--- src/rtl/core/mhpq_pkg.sv ---
// Shared types and codes for the min-heap priority queue.
`timescale 1ns / 1ps

package mhpq_pkg;

	// Request kinds
	localparam logic [1:0] KIND_INSERT  = 2'd0;
	localparam logic [1:0] KIND_EXTRACT = 2'd1;
	localparam logic [1:0] KIND_REPLACE = 2'd2;
	localparam logic [1:0] KIND_DELETE  = 2'd3;

	// Result status codes
	localparam logic [1:0] STAT_OK     = 2'd0;
	localparam logic [1:0] STAT_FULL   = 2'd1;
	localparam logic [1:0] STAT_EMPTY  = 2'd2;
	localparam logic [1:0] STAT_BADPOS = 2'd3;

	typedef struct packed {
		logic [1:0]  kind;
		logic [31:0] key;
		logic [5:0]  position;
	} req_t;

	typedef struct packed {
		logic [31:0] taken_key;
		logic [1:0]  status;
		logic [31:0] min_key;
		logic [6:0]  count;
	} rsp_t;

endpackage

--- src/rtl/core/mhpq_ram.sv ---
// Heap key storage: one write port, two registered read ports.
`timescale 1ns / 1ps

module mhpq_ram #(
	parameter int DEPTH = 64,
	parameter int WIDTH = 32
) (
	input  logic                     clk,
	input  logic                     we,
	input  logic [$clog2(DEPTH)-1:0] waddr,
	input  logic [WIDTH-1:0]         wdata,
	input  logic [$clog2(DEPTH)-1:0] raddr_a,
	input  logic [$clog2(DEPTH)-1:0] raddr_b,
	output logic [WIDTH-1:0]         rdata_a,
	output logic [WIDTH-1:0]         rdata_b
);

	logic [WIDTH-1:0] mem [DEPTH];

	always_ff @(posedge clk) begin
		if (we) begin
			mem[waddr] <= wdata;
		end
	end

	// read-old on a same-cycle collision; the controller never relies on it
	always_ff @(posedge clk) begin
		rdata_a <= mem[raddr_a];
		rdata_b <= mem[raddr_b];
	end

endmodule

--- src/rtl/core/min_heap_priority_queue_core.sv ---
// Top level of the binary min-heap priority queue.
`timescale 1ns / 1ps
//
//  channel | signals                | direction | moves
//  --------+------------------------+-----------+-------------------------------
//  req     | req_valid, req_stall   | in        | kind, key, position
//  rsp     | rsp_valid, rsp_stall   | out       | taken_key, status, min_key, count
//
// One request at a time. A request that is rejected, fills an empty heap or
// extracts the only key goes straight to the result; any other request first
// reads the key RAM and sifts a key where needed. The sift loop does one heap
// level per cycle off the two-port key RAM (read both children or the parent,
// compare, write back).
// Reset clears the entry count and the controller; RAM contents are left as is.
// A stalled response sits in the output register while the next request runs;
// it finishes only when that register frees up.

module min_heap_priority_queue_core #(
	parameter int CAPACITY  = 64,
	parameter int KEY_WIDTH = 32
) (
	input  logic          clk,
	input  logic          arst_n,
	input  logic          req_valid,
	output logic          req_stall,
	input  mhpq_pkg::req_t req,
	output logic          rsp_valid,
	input  logic          rsp_stall,
	output mhpq_pkg::rsp_t rsp
);

	import mhpq_pkg::*;

	localparam int AW  = $clog2(CAPACITY);      // RAM address bits
	localparam int CW  = $clog2(CAPACITY + 1);  // entry count bits
	localparam int CHW = AW + 2;                // child index, holds 2*i+2
	localparam int PW  = (CW > 6) ? CW : 6;     // position compare width
	localparam int KW  = KEY_WIDTH;

	// controller states
	localparam logic [2:0] S_IDLE   = 3'd0;
	localparam logic [2:0] S_LOADX  = 3'd1;  // extract: last key arriving
	localparam logic [2:0] S_DEL    = 3'd2;  // delete: victim and last key arriving
	localparam logic [2:0] S_SETTLE = 3'd3;  // parent compare picks up or down
	localparam logic [2:0] S_UP     = 3'd4;
	localparam logic [2:0] S_DOWN   = 3'd5;
	localparam logic [2:0] S_PLACE  = 3'd6;  // drop moving key into the root
	localparam logic [2:0] S_RESULT = 3'd7;

	function automatic logic [AW-1:0] parent_of(input logic [AW-1:0] i);
		logic [AW-1:0] d;
		d = i - AW'(1);
		return d >> 1;
	endfunction

	function automatic logic [CHW-1:0] left_of(input logic [AW-1:0] i);
		return {1'b0, i, 1'b1};
	endfunction

	logic [2:0]    state_q, state_n;
	logic [CW-1:0] cnt_q, cnt_n;
	logic [AW-1:0] idx_q, idx_n;        // current hole position
	logic [KW-1:0] mkey_q, mkey_n;      // key being sifted
	logic [KW-1:0] root_q, root_n;      // mirror of entry 0
	logic [KW-1:0] taken_q, taken_n;
	logic [1:0]    status_q, status_n;
	logic          rsp_valid_q, rsp_valid_n;
	rsp_t          rsp_q, rsp_n;

	logic          we;
	logic [AW-1:0] waddr, raddr_a, raddr_b;
	logic [KW-1:0] wdata, rdata_a, rdata_b;

	// request decode helpers
	logic [KW-1:0]  req_key;
	logic [PW-1:0]  pos_ext;
	logic [AW-1:0]  pos_idx;
	logic           pos_ok;
	logic [CW-1:0]  cnt_dec;
	logic [CHW-1:0] pos_lc;

	// sift helpers
	logic [AW-1:0]  par;
	logic [CHW-1:0] lc, rc, cnt_ext, child, child_lc;
	logic           take_l, take_r;
	logic [KW-1:0]  best_val;
	logic           rsp_free;

	assign req_key = KW'(req.key);
	assign pos_ext = PW'(req.position);
	assign pos_idx = pos_ext[AW-1:0];
	assign pos_ok  = pos_ext < PW'(cnt_q);
	assign cnt_dec = cnt_q - CW'(1);
	assign pos_lc  = left_of(pos_idx);

	assign par     = parent_of(idx_q);
	assign lc      = left_of(idx_q);
	assign rc      = lc + CHW'(1);
	assign cnt_ext = CHW'(cnt_q);

	// min-child pick: left unless right strictly smaller, move only if strictly below
	assign take_l   = (lc < cnt_ext) && (rdata_a < mkey_q);
	assign best_val = take_l ? rdata_a : mkey_q;
	assign take_r   = (rc < cnt_ext) && (rdata_b < best_val);
	assign child    = take_r ? rc : lc;
	assign child_lc = left_of(child[AW-1:0]);

	assign rsp_free = !rsp_valid_q || !rsp_stall;

	always_comb begin
		state_n     = state_q;
		cnt_n       = cnt_q;
		idx_n       = idx_q;
		mkey_n      = mkey_q;
		taken_n     = taken_q;
		status_n    = status_q;
		rsp_valid_n = rsp_valid_q && rsp_stall;
		rsp_n       = rsp_q;
		we          = 1'b0;
		waddr       = idx_q;
		wdata       = mkey_q;
		raddr_a     = par;
		raddr_b     = par;

		case (state_q)
			S_IDLE: begin
				if (req_valid) begin
					taken_n  = '0;
					status_n = STAT_OK;
					mkey_n   = req_key;
					idx_n    = pos_idx;
					state_n  = S_RESULT;
					if (req.kind == KIND_INSERT) begin
						if (cnt_q == CW'(CAPACITY)) begin
							status_n = STAT_FULL;
						end else begin
							cnt_n = cnt_q + CW'(1);
							idx_n = cnt_q[AW-1:0];
							if (cnt_q == '0) begin
								we    = 1'b1;
								waddr = '0;
								wdata = req_key;
							end else begin
								raddr_a = parent_of(cnt_q[AW-1:0]);
								state_n = S_UP;
							end
						end
					end else if (cnt_q == '0) begin
						status_n = STAT_EMPTY;
					end else if (req.kind == KIND_EXTRACT) begin
						taken_n = root_q;
						cnt_n   = cnt_dec;
						idx_n   = '0;
						if (cnt_dec != '0) begin
							raddr_a = cnt_dec[AW-1:0];
							state_n = S_LOADX;
						end
					end else if (!pos_ok) begin
						status_n = STAT_BADPOS;
					end else if (req.kind == KIND_REPLACE) begin
						if (pos_idx == '0) begin
							raddr_a = pos_lc[AW-1:0];
							raddr_b = AW'(pos_lc + CHW'(1));
							state_n = S_DOWN;
						end else begin
							raddr_a = parent_of(pos_idx);
							state_n = S_SETTLE;
						end
					end else begin
						cnt_n   = cnt_dec;
						raddr_a = pos_idx;
						raddr_b = cnt_dec[AW-1:0];
						state_n = S_DEL;
					end
				end
			end
			S_LOADX: begin
				mkey_n  = rdata_a;
				raddr_a = lc[AW-1:0];
				raddr_b = rc[AW-1:0];
				state_n = S_DOWN;
			end
			S_DEL: begin
				taken_n = rdata_a;
				if (CW'(idx_q) == cnt_q) begin
					// removed the last entry, nothing moves
					state_n = S_RESULT;
				end else begin
					mkey_n = rdata_b;
					if (idx_q == '0) begin
						raddr_a = lc[AW-1:0];
						raddr_b = rc[AW-1:0];
						state_n = S_DOWN;
					end else begin
						state_n = S_SETTLE;
					end
				end
			end
			S_SETTLE, S_UP: begin
				// rdata_a holds the parent of the hole
				if (rdata_a > mkey_q) begin
					we      = 1'b1;
					wdata   = rdata_a;
					idx_n   = par;
					raddr_a = parent_of(par);
					state_n = (par == '0) ? S_PLACE : S_UP;
				end else if (state_q == S_UP) begin
					we      = 1'b1;
					state_n = S_RESULT;
				end else begin
					raddr_a = lc[AW-1:0];
					raddr_b = rc[AW-1:0];
					state_n = S_DOWN;
				end
			end
			S_DOWN: begin
				we = 1'b1;
				if (take_l || take_r) begin
					wdata   = take_r ? rdata_b : rdata_a;
					idx_n   = child[AW-1:0];
					raddr_a = child_lc[AW-1:0];
					raddr_b = AW'(child_lc + CHW'(1));
				end else begin
					state_n = S_RESULT;
				end
			end
			S_PLACE: begin
				we      = 1'b1;
				state_n = S_RESULT;
			end
			S_RESULT: begin
				if (rsp_free) begin
					rsp_n.taken_key = 32'(taken_q);
					rsp_n.status    = status_q;
					rsp_n.min_key   = (cnt_q != '0) ? 32'(root_q) : 32'd0;
					rsp_n.count     = 7'(cnt_q);
					rsp_valid_n     = 1'b1;
					state_n         = S_IDLE;
				end
			end
			default: begin
				state_n = S_IDLE;
			end
		endcase

		root_n = (we && waddr == '0) ? wdata : root_q;
	end

	always_ff @(posedge clk or negedge arst_n) begin
		if (!arst_n) begin
			state_q     <= S_IDLE;
			cnt_q       <= '0;
			rsp_valid_q <= 1'b0;
		end else begin
			state_q     <= state_n;
			cnt_q       <= cnt_n;
			rsp_valid_q <= rsp_valid_n;
		end
	end

	always_ff @(posedge clk) begin
		idx_q    <= idx_n;
		mkey_q   <= mkey_n;
		root_q   <= root_n;
		taken_q  <= taken_n;
		status_q <= status_n;
		rsp_q    <= rsp_n;
	end

	mhpq_ram #(
		.DEPTH(CAPACITY),
		.WIDTH(KW)
	) u_ram (
		.clk    (clk),
		.we     (we),
		.waddr  (waddr),
		.wdata  (wdata),
		.raddr_a(raddr_a),
		.raddr_b(raddr_b),
		.rdata_a(rdata_a),
		.rdata_b(rdata_b)
	);

	assign req_stall = (state_q != S_IDLE);
	assign rsp_valid = rsp_valid_q;
	assign rsp       = rsp_q;

endmodule

--- config.mk ---
export PLATFORM = sky130hd
export DESIGN_NAME = min_heap_priority_queue_core
export DESIGN_NICKNAME = d
export VERILOG_FILES = /design/src/rtl/core/mhpq_pkg.sv /design/src/rtl/core/mhpq_ram.sv /design/src/rtl/core/min_heap_priority_queue_core.sv
export SDC_FILE = /design/constraint.sdc
export NUM_CORES = 2
export LEC_CHECK = 0
export ABC_AREA = 0
export BUFFER_PORTS_ARGS = -buffer_cell sky130_fd_sc_hd__buf_4
export CAP_MARGIN = 20
export CORE_MARGIN = 2
export CORE_UTILIZATION = 25
export DETAILED_ROUTE_END_ITERATION = 12
export HOLD_SLACK_MARGIN = 0.02
export PLACE_DENSITY_LB_ADDON = 0.1
export SYNTH_ARGS = -nofsm -noshare
export SYNTH_HDL_FRONTEND = slang
export SYNTH_SLANG_ARGS = --single-unit
export TNS_END_PERCENT = 20
--- constraint.sdc ---
create_clock -name clk -period 9.9 [get_ports clk]
set_clock_uncertainty 0.05 [all_clocks]
set_input_delay 1.98 -clock clk [delete_from_list [all_inputs] [get_ports clk]]
set_output_delay 1.98 -clock clk [all_outputs]
set_load 0.02 [all_outputs]
== After elaboration in Yosys (flattened, before gate mapping) ==
Memories as Yosys holds them, arrays and structs flattened. A register that Yosys moved wholly into a read port is not among the register bits.
Cells that the tools add are included.
Operators by class
  add/subtract/negate cells: 9
  multiply operators: 0
  div/mod/pow operators: 0
  $lt $le $gt $ge: 6
  equality and inequality tests: 20
  shift-type cells: 0
  multiplexer cells: 100
  bitwise gates (word level): 0
  reduce and logical (&&, ||, !) cells: 31
Operators by type and width (count)
  32-bit two-way mux: 14
  6-bit two-way mux: 38
  32-bit case mux with 3 select lines: 2
  32-bit less-than comparator: 2
  32-bit case mux with 2 select lines: 1
  6-bit case mux with 5 select lines: 2
  7-bit two-way mux: 6
  3-bit two-way mux: 12
  32-bit > comparator: 1
  6-bit logical NOT: 4
  3-bit case mux with 7 select lines: 1
  2-bit two-way mux: 9
  6-bit case mux with 3 select lines: 1
  6-bit by 1-bit subtractor with 6-bit output, second input constant: 3
  2-bit != test, second input constant: 8
  7-bit nonzero test: 2
  6-bit by 1-bit adder with 6-bit output, second input constant: 2
  3-bit == test, second input constant: 4
  3-bit nonzero test: 4
  1-bit two-way mux: 11
  5-bit two-way mux: 2
  7-bit by 1-bit adder with 8-bit output, second input constant: 1
  8-bit by 7-bit less-than comparator with 1-bit output: 1
  7-bit by 1-bit adder with 7-bit output, second input constant: 1
  other kinds (24): 34
Word-level totals
  register bits: 188
  bits in latches: 0
  memory bits (writable): 2048
  ROM bits: 0
  bits of input ports: 44
  output and inout bits: 75
  logic and storage cells: 179
  memories kept: 1
Memory list
  u_ram.mem: depth 64, bits a word 32, read ports 2, clocked after Yosys merged registers in 2, wr ports 1, line mhpq_ram.sv:18  | logic [WIDTH-1:0] mem [DEPTH];

== Longest topological paths before layout ==
  depth after elaboration: 9
  mapped depth: 35
  gate-level depth less buffers: 27

== Modules after synthesis ==
Synthesis repeated with hierarchy kept, for this count alone.
Unflattened totals
  cells, all modules: 5884
  area, all modules: 109226.0 sq um
Modules (own cells, without submodules)
  mhpq_ram: instances 1, cells an instance 4470, area an instance 95919.5 sq um, seq. area each 62780.2 sq um
  min_heap_priority_queue_core: instances 1, cells an instance 1414, area an instance 13306.5 sq um, seq. area each 5590.4 sq um

== Worst setup path before layout ==
Ideal clock, no wire load.
  kind: flip-flop to flip-flop
  start: register mkey_q[17]
  end: register root_q[7] (data pin)
  library setup time: 0.709 ns
  arrival time: 7.372 ns
  data required time: 9.141 ns
  setup slack: 1.768 ns
  stages on the path, launching flop included: 22
  path buffers: 4
  clock period less this slack: 8.132 ns
  cell sequence: edfxtp_1 -> inv_1 -> ha_1 -> a21o_1 -> a221o_1 -> a221oi_1 -> and2_1 -> and3_1 -> buf_2 -> buf_1 -> clkbuf_1 -> mux2i_1 -> ha_1 -> and4_1 -> a2111oi_0 -> or3_1 -> nand4_1 -> a21oi_1 -> o31a_1 -> buf_2 -> a21oi_1 -> o21ai_0
On the way
  cells in the longest elaborated chain, start to end: 8
  elaborated cells between the ends (all ways): 11
  those cells by class: order compare (3); mux (5); reduce/logical (3)
RTL lines
  start, declared: line min_heap_priority_queue_core.sv:63  | logic [KW-1:0] mkey_q, mkey_n;
  start signal, assigned: line min_heap_priority_queue_core.sv:263  | mkey_q <= mkey_n;
  32-bit less-than comparator: line min_heap_priority_queue_core.sv:102  | assign take_l = (lc < cnt_ext) && (rdata_a < mkey_q);
  1-bit logical AND: line min_heap_priority_queue_core.sv:102
  32-bit two-way mux: line min_heap_priority_queue_core.sv:103  | assign best_val = take_l ? rdata_a : mkey_q;
  32-bit less-than comparator: line min_heap_priority_queue_core.sv:104  | assign take_r = (rc < cnt_ext) && (rdata_b < best_val);
  1-bit logical AND: line min_heap_priority_queue_core.sv:104
  32-bit two-way mux / 1-bit logical OR (equally long branches): line min_heap_priority_queue_core.sv:219, min_heap_priority_queue_core.sv:218
  32-bit two-way mux: line min_heap_priority_queue_core.sv:218  | if (take_l || take_r) begin
  32-bit case mux with 3 select lines (*): line min_heap_priority_queue_core.sv:125  | case (state_q)
  net u_ram.wdata[7]: line mhpq_ram.sv:11  | input logic [WIDTH-1:0] wdata,
  end signal, assigned: line min_heap_priority_queue_core.sv:264  | root_q <= root_n;
  end, declared: line min_heap_priority_queue_core.sv:64  | logic [KW-1:0] root_q, root_n;
The timed path passes the listed nets; every way through them passes the cells marked *.
A chain may end at the register's enable or synchronous reset.

== Worst setup path after layout ==
  start: register u_ram.rdata_a[31], read port of u_ram.mem
  end: register u_ram.rdata_a[12], read port of u_ram.mem
On the way
  cells in the longest elaborated chain, start to end: 8
  elaborated cells between the ends (all ways): 11
  those cells by class: order compare (3); mux (5); reduce/logical (3)
RTL lines
  start, declared: line mhpq_ram.sv:14  | output logic [WIDTH-1:0] rdata_a,
  32-bit less-than comparator: line min_heap_priority_queue_core.sv:102
  1-bit logical AND: line min_heap_priority_queue_core.sv:102
  32-bit two-way mux: line min_heap_priority_queue_core.sv:103
  32-bit less-than comparator: line min_heap_priority_queue_core.sv:104
  1-bit logical AND: line min_heap_priority_queue_core.sv:104
  6-bit two-way mux / 1-bit logical OR (equally long branches): line min_heap_priority_queue_core.sv:105, min_heap_priority_queue_core.sv:218
  6-bit two-way mux: line min_heap_priority_queue_core.sv:218
  6-bit case mux with 5 select lines (*): line min_heap_priority_queue_core.sv:125
Every way passes the cells marked *; elsewhere a longest branch is shown, timed or not.

==> key figures <==
Run status
  – Status: finished clean

GRT
  – First-pass GRT wire length: 785000 µm
  – Largest net degree at the start of global routing: 120
  – Vias in the first global route: 90500
  – Initial antenna violation count: 48
  – Total congestion overflow: 0
  – GRT Util Overall: 0.241

Timing
  – Fin crit share: 0.960
  – # setup viols final: 0
  – RSZ-0062 raised after global routing: false
  – Final Max Slew Viols: 0
  – Min Clock Period, post-route: 9.50 ns
  – Max Clk Rate: 105 MHz
  – Worst slew margin: 0.133
  – Slew @ Worst Pin: 1.30 ns
  – Final-report hold violation count: 0

Floorplan
  – Die area: 462000 µm²
  – Starting Density: 0.251
  – # IOs: 119
  – Core area: 455000 µm²
  – Row count: 248
  – Die height: 679 µm
  – DIE WIDTH: 679 µm

Synthesis
  – Synth cell types: 89
  – Post-synthesis instance total: 11100
  – Cell Area, Synth: 114000 µm²
  – FFs w/ async S/R, synth: 0.00478
  – Sequential share of the synthesized area: 0.600
  – Area share of xor/xnor cells in the synthesized design: 0.00261
  – FF+latch count, synth: 2300
  – Main synth FF type: edfxtp_1
  – Synth Area in Adders: 0.00977
  – Synthesis Warnings: 0
  – Largest family of logic cells by synthesized area: simple AND/OR/NAND/NOR gates
  – Compound-Gate Fraction of Synth Area: 0.0912
  – Synth Area in Simple Gates: 0.229
  – Post-synthesis mux area share: 0.0335
  – Mean post-synth cell area: 10.2 µm²
  – Post-Syn Nets: 11300
  – Post-synth EDFFs: 2225

Clock tree
  – CTS tree: done
  – CTS Sinks: 2300
  – Clk buf depth: 4
  – Worst-path clk slew: 0.07 ns
  – Worst skew pair latency: 0.96 ns
  – Root Buffer: clkbuf_16
  – Cts repair resizes: 0
  – Cts hold-fix bufs: 0
  – TritonCTS Buffers: 283
  – Post-CTS setup buffer count: 0
  – Depth of the CTS H-tree: 5

Route
  – Initial DRT Pass Iterations: 9
  – Drt via density: 5.55
  – Detail Route Antenna Nets: 0
  – Wirelength, routed: 578000 µm
  – Starting DRT DRC Count: 13000
  – Via count: 96900
  – DRC: 0
  – Wire length per cell: 33.1 µm

Hold path
  – Hold Crit Class: flip-flop to flip-flop

Worst setup path
  – Setup crit end kind: flip-flop
  – Worst setup path class: flip-flop to flip-flop
  – Type of origin of the critical path: flip-flop
  – Worst stage delay on the critical path: 1.06 ns
  – Crit-path leading delay family: compound AO/OA/AOI/OAI gates
  – Most Frequent Cell on Critical Path: buf_4
  – Critical-path cell list: ha_1 > nand4_1 > nor4_1 > nand4_1 > a41o_1 > and3_2 > buf_4 > mux2i_1 > ha_1 > nand3_1 > nor3_1 > o211ai_1 > nor2_1 > o21ai_0 > o31a_1 > inv_2 > o211ai_1 > o21ai_4 > buf_12 > buf_4 > buf_4 > mux4_2 > a221oi_1 > a211oi_1
  – CP Max Fanout: 21
  – Arrival @ worst endpoint: 10.13 ns
  – Worst Path Required: 10.53 ns
  – WP buf/inv: 5
  – Worst path slowest cell: a221oi_1

Run
  – # Max-Cap Violations: 0

Final layout
  – Final #Nets: 11400
  – Final cell count without fillers: 17500
  – Layout cells sized above 1: 0.119
  – Most common cell after layout, fill and taps aside: nand2_1
  – Synth-to-layout area growth: 18.3%
  – Most frequent cells in the layout: nand2_1, edfxtp_1, nand3_1, buf_4, and3_1

Placement
  – Dpl cells: 17000
  – HPWL after DPL: 356000 µm
  – Gp weighted congestion: 0.892
  – Port Buf Inserts: 118
## per-layer routing
metal / share of wire / routed length (µm) / track usage / vias up
met5: 0.000083 / 48 / 0 / -
met4: 0.032 / 18300 / 0.0697 / 8
met1: 0.44 / 255000 / 0.343 / 49700
met2: 0.45 / 259000 / 0.379 / 5295
li1: - / - / - / 41100
met3: 0.078 / 45300 / 0.0357 / 835
## registers in the layout (all words and copies together), names as in the netlist
name	count
u_ram.mem	2048
rsp	73
mkey_q	32
root_q	32
taken_q	32
u_ram.rdata_a	32
u_ram.rdata_b	32
cnt_q	7
idx_q	6
state_q	3
status_q	2
rsp_valid	1
## worst reg2reg max path: cells and delay by family (launching register included)
kind	cells	cell delay, ns
mux	2	0.48
fa+ha+maj	2	0.75
buf+inv	5	1.43
compound gates	8	3.23
flops	1	1.01
simple gates	7	2.29
## cell usage after synthesis, types with 121 or more instances
cell | count | share of area
o21ai_0 | 192 | 0.0084
buf_2 | 183 | 0.0080
nand3_1 | 1362 | 0.060
and3_1 | 414 | 0.023
nor2_1 | 208 | 0.0068
a31oi_1 | 338 | 0.019
a221oi_1 | 121 | 0.0093
nand2_1 | 3712 | 0.12
mux2i_1 | 186 | 0.016
buf_1 | 151 | 0.0050
edfxtp_1 | 2225 | 0.59
clkbuf_1 | 510 | 0.017
a21oi_1 | 238 | 0.010
## worst paths after layout
kind | cells past startpoint | end | slack, ns | start
hold reg to reg | 0 | rsp[63] | 0.37 | taken_q[22]
max in group asynchronous | 1 | cnt_q[0] | 8.80 | arst_n
hold / removal | 0 | rsp[63] | 0.37 | taken_q[22]
setup / recovery | 24 | u_ram.rdata_a[12] | 0.40 | u_ram.rdata_a[31]
setup reg to reg | 24 | u_ram.rdata_a[12] | 0.40 | u_ram.rdata_a[31]
min in group asynchronous | 1 | cnt_q[3] | 0.82 | arst_n
## through the flow
stage	cell area [µm²]	setup slack [ns]	util	hold slack (ns)	TNS (ns)
after floorplan	114000	1.77	-	0.350	0
after global placement	125000	-0.472	0.275	0.355	-0.472
after detailed placement	126000	0.435	0.276	0.355	0
after CTS	135000	0.282	0.296	0.368	0
after global routing	135000	0.150	0.296	0.373	0
final	135000	0.395	0.296	0.366	0
## cell families after synthesis
family | count (synthesis)
AOI/OAI and AO/OA | 1501
xor gates and xnor gates | 34
adders and majority gates | 89
buffers and inverters | 938
DFF | 2300
muxes | 274
and+or+nand+nor | 5995
## area by class of cell
type	instances	area [µm²]
Antenna cell	14	35.0
Sequential cell	2300	68400
Tap cell	6000	7510
Fill cell	46400	320000
Multi-Input combinational cell	7893	42700
Timing Repair Buffer	706	6900
Clock buffer	389	7840
Clock inverter	119	1310
Inverter	59	221
Power is left out: the tool's default activity adds up to more than one toggle a clock period on the data nets, which glitch-free logic cannot reach.
